<file path="config.mk">
export PLATFORM = sky130hd
export DESIGN_NAME = keypad_matrix_scanner_unit
export DESIGN_NICKNAME = d
export VERILOG_FILES = /design/src/rtl/kms_pkg.sv /design/src/rtl/keypad_matrix_scanner_unit.sv /design/src/rtl/kms_front.sv /design/src/rtl/kms_queue.sv /design/src/rtl/kms_back.sv
export SDC_FILE = /design/constraint.sdc
export NUM_CORES = 1
export LEC_CHECK = 0
export BUFFER_PORTS_ARGS = -buffer_cell sky130_fd_sc_hd__buf_2
export CORE_MARGIN = 2
export CORE_UTILIZATION = 45
export DETAILED_ROUTE_END_ITERATION = 8
export HOLD_SLACK_MARGIN = 0.03
export PLACE_DENSITY = 0.59
export SYNTH_ARGS = -nofsm -noshare
export SYNTH_HDL_FRONTEND = slang
export SYNTH_SLANG_ARGS = --single-unit
</file>
<file path="constraint.sdc">
create_clock -name clk -period 8.3 [get_ports clk]
set_clock_uncertainty 0.15 [all_clocks]
set_input_delay 0.83 -clock clk [delete_from_list [all_inputs] [get_ports clk]]
set_output_delay 0.83 -clock clk [all_outputs]
set_load 0.05 [all_outputs]
</file>
<file path="src/rtl/kms_pkg.sv">
// Shared types, constants and keypad usage table for the keypad matrix scanner.
package kms_pkg;

    localparam int SENSE_W = 7;
    localparam logic [SENSE_W-1:0] RELEASED_INIT = 7'h73;
    localparam int TABLE_COLS = 4;
    localparam int QDEPTH = 2;
    localparam int QPTR_W = 1;
    localparam int QCNT_W = 2;

    // Usage codes indexed by {column[1:0], sense bit[2:0]}; bit 7 slots are empty.
    localparam logic [7:0] USAGE_TABLE [32] = '{
        8'h53, 8'h5F, 8'h00, 8'h00, 8'h5C, 8'h59, 8'h62, 8'h00,
        8'h54, 8'h60, 8'h00, 8'h00, 8'h5D, 8'h5A, 8'h00, 8'h00,
        8'h55, 8'h61, 8'h00, 8'h00, 8'h5E, 8'h5B, 8'h63, 8'h00,
        8'h56, 8'h57, 8'h00, 8'h00, 8'h00, 8'h58, 8'h00, 8'h00
    };

    // One classified sample waiting for the report generator
    typedef struct packed {
        logic [1:0]         col;
        logic               in_table;
        logic [4:0]         base;
        logic [SENSE_W-1:0] cur;
        logic [SENSE_W-1:0] diff;
    } kms_item_t;

    function automatic logic [7:0] usage_at(logic [1:0] col, logic [2:0] bit_idx);
        return USAGE_TABLE[{col, bit_idx}];
    endfunction

endpackage

</file>
<file path="src/rtl/keypad_matrix_scanner_unit.sv">
// Top level of the keypad matrix scanner: front end, sample queue and report generator.
// A scan sample is taken while the two-entry sample queue has room; a sample
// with no change on the wired rows only advances the column and queues nothing. The report
// generator emits one report per clock while its output is empty or popped; a sample
// with n changed keys gives n reports (at most 7) via queue, item and output registers.
// Column histories and the sense mask reset to 0x73; writes to the mask belong to idle time.
module keypad_matrix_scanner_unit #(
    parameter int COLUMNS = 4,
    parameter int ROWS    = 7
) (
    input  logic       clk,
    input  logic       rst_n,
    input  logic       cfg_wr_en,
    input  logic [6:0] cfg_wr_data,
    input  logic       push,
    output logic       full,
    input  logic [6:0] sense_bits,
    output logic       empty,
    input  logic       pop,
    output logic [1:0] scan_column,
    output logic [4:0] key_index,
    output logic       pressed,
    output logic [7:0] report_key,
    output logic       last
);
    import kms_pkg::*;

    logic      in_fire;
    logic      item_push;
    kms_item_t front_item;
    kms_item_t q_item;
    logic      q_valid, q_full, q_pop;

    assign full    = q_full;
    assign in_fire = push && !full;

    kms_front #(
        .COLUMNS (COLUMNS),
        .ROWS    (ROWS)
    ) u_front (
        .clk         (clk),
        .rst_n       (rst_n),
        .cfg_wr_en   (cfg_wr_en),
        .cfg_wr_data (cfg_wr_data),
        .in_fire     (in_fire),
        .sense_bits  (sense_bits),
        .item_push   (item_push),
        .item        (front_item)
    );

    kms_queue u_queue (
        .clk     (clk),
        .rst_n   (rst_n),
        .wr_en   (item_push),
        .wr_item (front_item),
        .rd_en   (q_pop),
        .rd_item (q_item),
        .q_valid (q_valid),
        .q_full  (q_full)
    );

    kms_back u_back (
        .clk         (clk),
        .rst_n       (rst_n),
        .q_valid     (q_valid),
        .q_item      (q_item),
        .q_pop       (q_pop),
        .pop         (pop),
        .empty       (empty),
        .scan_column (scan_column),
        .key_index   (key_index),
        .pressed     (pressed),
        .report_key  (report_key),
        .last        (last)
    );

    a_no_overflow: assert property (@(posedge clk) disable iff (!rst_n)
        item_push |-> !q_full)
        else $error("sample queue written while full");

    a_no_underflow: assert property (@(posedge clk) disable iff (!rst_n)
        q_pop |-> q_valid)
        else $error("sample queue read while empty");

    a_release_zero: assert property (@(posedge clk) disable iff (!rst_n)
        (!empty && !pressed) |-> (report_key == 8'h00))
        else $error("release transaction carries a usage code");

endmodule

</file>
<file path="src/rtl/kms_front.sv">
// Front end: masks each sample, compares with the column history and classifies it.
module kms_front #(
    parameter int COLUMNS = 4,
    parameter int ROWS    = 7
) (
    input  logic                     clk,
    input  logic                     rst_n,
    input  logic                     cfg_wr_en,
    input  logic [kms_pkg::SENSE_W-1:0] cfg_wr_data,
    input  logic                     in_fire,
    input  logic [kms_pkg::SENSE_W-1:0] sense_bits,
    output logic                     item_push,
    output kms_pkg::kms_item_t       item
);
    import kms_pkg::*;

    localparam int CW  = (COLUMNS > 1) ? $clog2(COLUMNS) : 1;
    localparam int LIM = (ROWS < SENSE_W) ? ROWS : SENSE_W;
    localparam logic [SENSE_W-1:0] LIMIT_MASK = SENSE_W'((1 << LIM) - 1);

    logic [CW-1:0]      col_reg, col_next;
    logic [SENSE_W-1:0] mask_reg;
    logic [SENSE_W-1:0] prev_reg [COLUMNS];
    logic [SENSE_W-1:0] cur;
    logic [SENSE_W-1:0] diff;
    logic [7:0]         base_full;

    assign cur       = sense_bits & mask_reg;
    assign diff      = (cur ^ prev_reg[col_reg]) & LIMIT_MASK;
    assign base_full = 8'(col_reg) * 8'(ROWS);
    assign col_next  = (col_reg == CW'(COLUMNS - 1)) ? '0 : col_reg + CW'(1);

    assign item_push     = in_fire && (diff != '0);
    assign item.col      = 2'(col_reg);
    assign item.in_table = 5'(col_reg) < 5'(TABLE_COLS);
    assign item.base     = base_full[4:0];
    assign item.cur      = cur;
    assign item.diff     = diff;

    always_ff @(posedge clk or negedge rst_n)
    begin
        if (!rst_n)
        begin
            col_reg  <= '0;
            mask_reg <= RELEASED_INIT;
            for (int c = 0; c < COLUMNS; c++)
            begin
                prev_reg[c] <= RELEASED_INIT;
            end
        end
        else
        begin
            if (cfg_wr_en)
            begin
                mask_reg <= cfg_wr_data;
            end
            if (in_fire)
            begin
                prev_reg[col_reg] <= cur;
                col_reg           <= col_next;
            end
        end
    end

endmodule

</file>
<file path="src/rtl/kms_queue.sv">
// Two-entry queue of classified samples between front and back end.
module kms_queue (
    input  logic               clk,
    input  logic               rst_n,
    input  logic               wr_en,
    input  kms_pkg::kms_item_t wr_item,
    input  logic               rd_en,
    output kms_pkg::kms_item_t rd_item,
    output logic               q_valid,
    output logic               q_full
);
    import kms_pkg::*;

    kms_item_t          mem [QDEPTH];
    logic [QPTR_W-1:0]  wptr_reg, rptr_reg;
    logic [QCNT_W-1:0]  count_reg;

    assign q_valid = count_reg != '0;
    assign q_full  = count_reg == QCNT_W'(QDEPTH);
    assign rd_item = mem[rptr_reg];

    always_ff @(posedge clk)
    begin
        if (wr_en)
        begin
            mem[wptr_reg] <= wr_item;
        end
    end

    always_ff @(posedge clk or negedge rst_n)
    begin
        if (!rst_n)
        begin
            wptr_reg  <= '0;
            rptr_reg  <= '0;
            count_reg <= '0;
        end
        else
        begin
            if (wr_en)
            begin
                wptr_reg <= wptr_reg + QPTR_W'(1);
            end
            if (rd_en)
            begin
                rptr_reg <= rptr_reg + QPTR_W'(1);
            end
            unique case ({wr_en, rd_en})
                2'b10:   count_reg <= count_reg + QCNT_W'(1);
                2'b01:   count_reg <= count_reg - QCNT_W'(1);
                default: count_reg <= count_reg;
            endcase
        end
    end

endmodule

</file>
<file path="src/rtl/kms_back.sv">
// Back end: walks a sample's changed bits to an output register, one per cycle while free.
module kms_back (
    input  logic               clk,
    input  logic               rst_n,
    input  logic               q_valid,
    input  kms_pkg::kms_item_t q_item,
    output logic               q_pop,
    input  logic               pop,
    output logic               empty,
    output logic [1:0]         scan_column,
    output logic [4:0]         key_index,
    output logic               pressed,
    output logic [7:0]         report_key,
    output logic               last
);
    import kms_pkg::*;

    logic               busy_reg;
    kms_item_t          item_reg;
    logic [SENSE_W-1:0] rem_reg, rem_after;
    logic               out_valid_reg;
    logic [1:0]         col_out_reg;
    logic [4:0]         key_out_reg;
    logic               pressed_out_reg;
    logic [7:0]         usage_out_reg;
    logic               last_out_reg;

    logic       out_ready, emit, done, load;
    logic [2:0] sel;
    logic       down;

    // lowest set bit of the remaining change mask
    always_comb
    begin
        sel = '0;
        for (int i = SENSE_W - 1; i >= 0; i--)
        begin
            if (rem_reg[i])
            begin
                sel = 3'(i);
            end
        end
    end

    assign rem_after = rem_reg & ~(SENSE_W'(1) << sel);
    assign out_ready = !out_valid_reg || pop;
    assign emit      = busy_reg && out_ready;
    assign done      = rem_after == '0;
    assign load      = q_valid && (!busy_reg || (emit && done));
    assign q_pop     = load;
    assign down      = !item_reg.cur[sel];

    always_ff @(posedge clk or negedge rst_n)
    begin
        if (!rst_n)
        begin
            busy_reg      <= 1'b0;
            out_valid_reg <= 1'b0;
        end
        else
        begin
            if (load)
            begin
                busy_reg <= 1'b1;
            end
            else if (emit && done)
            begin
                busy_reg <= 1'b0;
            end
            if (emit)
            begin
                out_valid_reg <= 1'b1;
            end
            else if (pop)
            begin
                out_valid_reg <= 1'b0;
            end
        end
    end

    always_ff @(posedge clk)
    begin
        if (load)
        begin
            item_reg <= q_item;
            rem_reg  <= q_item.diff;
        end
        else if (emit)
        begin
            rem_reg <= rem_after;
        end
        if (emit)
        begin
            col_out_reg     <= item_reg.col;
            key_out_reg     <= item_reg.base + 5'(sel);
            pressed_out_reg <= down;
            usage_out_reg   <= (down && item_reg.in_table) ? usage_at(item_reg.col, sel) : 8'h00;
            last_out_reg    <= done;
        end
    end

    assign empty       = !out_valid_reg;
    assign scan_column = col_out_reg;
    assign key_index   = key_out_reg;
    assign pressed     = pressed_out_reg;
    assign report_key  = usage_out_reg;
    assign last        = last_out_reg;

endmodule
</file>
==> results.ini <==
[routing]
avgRoutedWirePerCell_um = 15.9
drcViolationCount = 4
ant_nets = 0
drt-total-wl_um = 9560
route.vias.total = 3122
viasPerCell = 5.19
firstDrtPassIters = 6
drtIter0Drc = 158

[floorplanning]
die-area_sq_um = 12800
die_h_um = 113
core_sq_um = 11500
start_util_pct = 46.4
io_pins = 38
rows = 39
die_w_um = 113

[setup_path]
cp-end-kind = register
critPathKind = register to register
startpoint_type = register
crit_fanout = 22
cp.arrival_ns = 4.14
cp.required_ns = 8.48

[clock_network]
clk-insertion-delay-late_ns = 0.41
cts_setup_buffers = 0
clk_pin_slew_ns = 0.05
cts_buffers = 17
cts_tree = done
cts_sinks = 119
cts_root_buffer = clkbuf_16
hold_buffers = 0
clockBufferDepth = 2
htree_levels = 4
cts_resized = 0

[synth]
yosysSeqAreaShare_pct = 63.4
synth-xor-area-share_pct = 2.62
synth-compound-area-share_pct = 9.06
yosys_warnings = 0
synth.most_common_cell = edfxtp_1
synth_common_cells = 76 x edfxtp_1, 54 x nand2_1, 40 x o21ai_0, 25 x dfstp_2
synth-seq-cells = 119
netlist_area_sq_um = 5340
synth_fp_nets = 435
yosys.area_share.simple_pct = 8.62
yosysTopAreaCellShare_pct = 42.7
avgSynthCellArea_sq_um = 13.3
synth_fa_ha_area_share_pct = 3.18
synth_top_family_by_area = multiplexers
ys_top_cells_by_area = edfxtp_1 43%, dfstp_2 12%, dfrtp_1 8.4%
async_flop_share_pct = 36.1
synth_ff_type = edfxtp_1
ys_types = 48
synth_top_area_cell = edfxtp_1
synth_mux_area_share_pct = 10.0
synth-edff-count = 76
postSynthCellCount = 403

[outcome]
status = complete, but fails checks
violations = design-rule violations

[sta]
tightest_slew_ns = 1.01
finalWorstSetupSlack_ns = 4.34
slew_viol_final = 0
holdWs_ns = 0.325
fmax_mhz = 252
fin_crit_ns = 3.96
timing.final.setup_violations = 0
setup_tns_ns = 0
finalHoldViolCount = 0
rsz0062_at_grt = no
relSlewSlack_pct = 32.7
finalCritPeriodShare_pct = 47.7

[global_route]
grt_max_degree = 44
antenna_found_initial = 0
grt-ovfl-total = 0
grt_pass1_wl_um = 16000
grt_pass1_vias = 3163
grt.total_usage_pct = 16.5

[power_and_ir_drop]
switching_share_pct = 29.0
intPower_uw = 1570
p_comb_share_pct = 22.6
pwr-share-clk_pct = 32.5
switchingPower_uw = 640
power_density_nw_per_um2 = 354
p_seq_share_pct = 44.9
peakVddDrop_uv = 179
power.leakage_uw = 0.00245

[layout]
final_cell_area_sq_um = 6230
drive_above_1_share_pct = 27.3
antenna_cells = 0
largest_reg_flops = 40
fin_util_pct = 54.1
fin_nets = 477
area_delta_synth_final_pct = 16.6
fillers = 947

[worst_hold_path]
hold_class = register to register

[flow_run]
cap_viol_max_count = 0

[placement]
place_area_sq_um = 5650
gp_congestion = 0.858
dp_slack_ns = 4.34
dp_hpwl_um = 6620
port_buffers = 36

[stage by stage]
stage / power (uW) / cells
after global routing: 2330 / 601
final: 2210 / 601
after detailed placement: 1510 / 569
after global placement: 1490 / 569
after floorplan: 1370 / 403
after CTS: 2240 / 601
[area by class of cell]
class                      count  area (sq um)  area share (%)
clock inverter                10           128            2.05
clock buffer                  22           454            7.29
sequential                   119          3390            54.4
inverter                      23          86.3            1.38
timing repair buffer          39           203            3.25
tap                          143           179            2.87
multi-input combinational    245          1790            28.8
[power groups by stage]
stage / Sequential, uW / Combinational (uW) / Clock [uW]
final: 991 / 500 / 717
after global routing: 1010 / 561 / 760
after detailed placement: 1000 / 509 / 0
after CTS: 993 / 511 / 735
after floorplan: 979 / 396 / 0
after global placement: 994 / 499 / 0
[cells by family after synthesis]
family / Yosys count
flip-flops: 119
AND/OR/NAND/NOR: 100
AO/OA/AOI/OAI: 73
multiplexers: 42
buffers and inverters: 39
XOR/XNOR: 16
adder cells (fa/ha/maj): 13
other: 1
[worst max-delay path, stage by stage, from the launching register on]
cell,delay (ns)
edfxtp_1,0.48
or3b_2,0.51
a211oi_1,0.24
buf_4,0.20
ha_1,0.23
nand2b_1,0.17
nand4_1,0.11
a2111o_1,0.46
a21oi_4,0.65
ha_1,0.39
nor2_1,0.13
xor2_1,0.15
[worst paths after layout]
check | cells past startpoint | startpoint | end | slack, ns
worst min register to register | 2 | u_front.prev_reg[2]$_DFFE_PN0P_ | u_front.prev_reg[2]$_DFFE_PN0P_ | 0.33
worst max register to register | 11 | u_back.rem_reg[5]$_DFFE_PP_ | u_queue.count_reg[1]$_DFFE_PN0P_ | 4.34
worst min-delay path | 2 | u_front.prev_reg[2]$_DFFE_PN0P_ | u_front.prev_reg[2]$_DFFE_PN0P_ | 0.33
min in group asynchronous | 1 | rst_n | u_front.prev_reg[10]$_DFFE_PN0P_ | 0.45
worst max-delay path | 11 | u_back.rem_reg[5]$_DFFE_PP_ | u_queue.count_reg[1]$_DFFE_PN0P_ | 4.34
max in group asynchronous | 1 | rst_n | u_front.col_reg[1]$_DFFE_PN0P_ | 6.93
[layout by cell type, fill, tap and decap left out, types with 4 or more instances in the layout]
cell | Yosys | final
xor2_1 | 4 | 4
a211oi_1 | 5 | 5
mux2i_1 | 13 | 13
clkbuf_1 | 9 | 4
nand2b_1 | 7 | 7
nor2_1 | 11 | 11
nor3_1 | 8 | 8
nand2_1 | 54 | 54
mux4_2 | 7 | 7
mux2_2 | 22 | 22
edfxtp_1 | 76 | 76
inv_1 | 22 | 22
dfstp_2 | 25 | 25
buf_2 | 2 | 36
dfrtp_1 | 18 | 18
nand3_1 | 7 | 7
ha_1 | 12 | 12
xnor2_1 | 12 | 12
a21oi_1 | 7 | 7
o21ai_0 | 40 | 40
clkbuf_16 | 0 | 17
a21o_1 | 4 | 4
[layer usage]
| layer | up-vias | track usage, % | routed length (um) |
|---|---|---|---|
| met5 | - | 0 | 0 |
| met3 | 20 | 4.87 | 373 |
| met4 | 0 | 8.62 | 238 |
| met2 | 75 | 26.5 | 4670 |
| li1 | 1545 | - | - |
| met1 | 1482 | 20.3 | 4280 |
(Power assumes the default switching activity.)
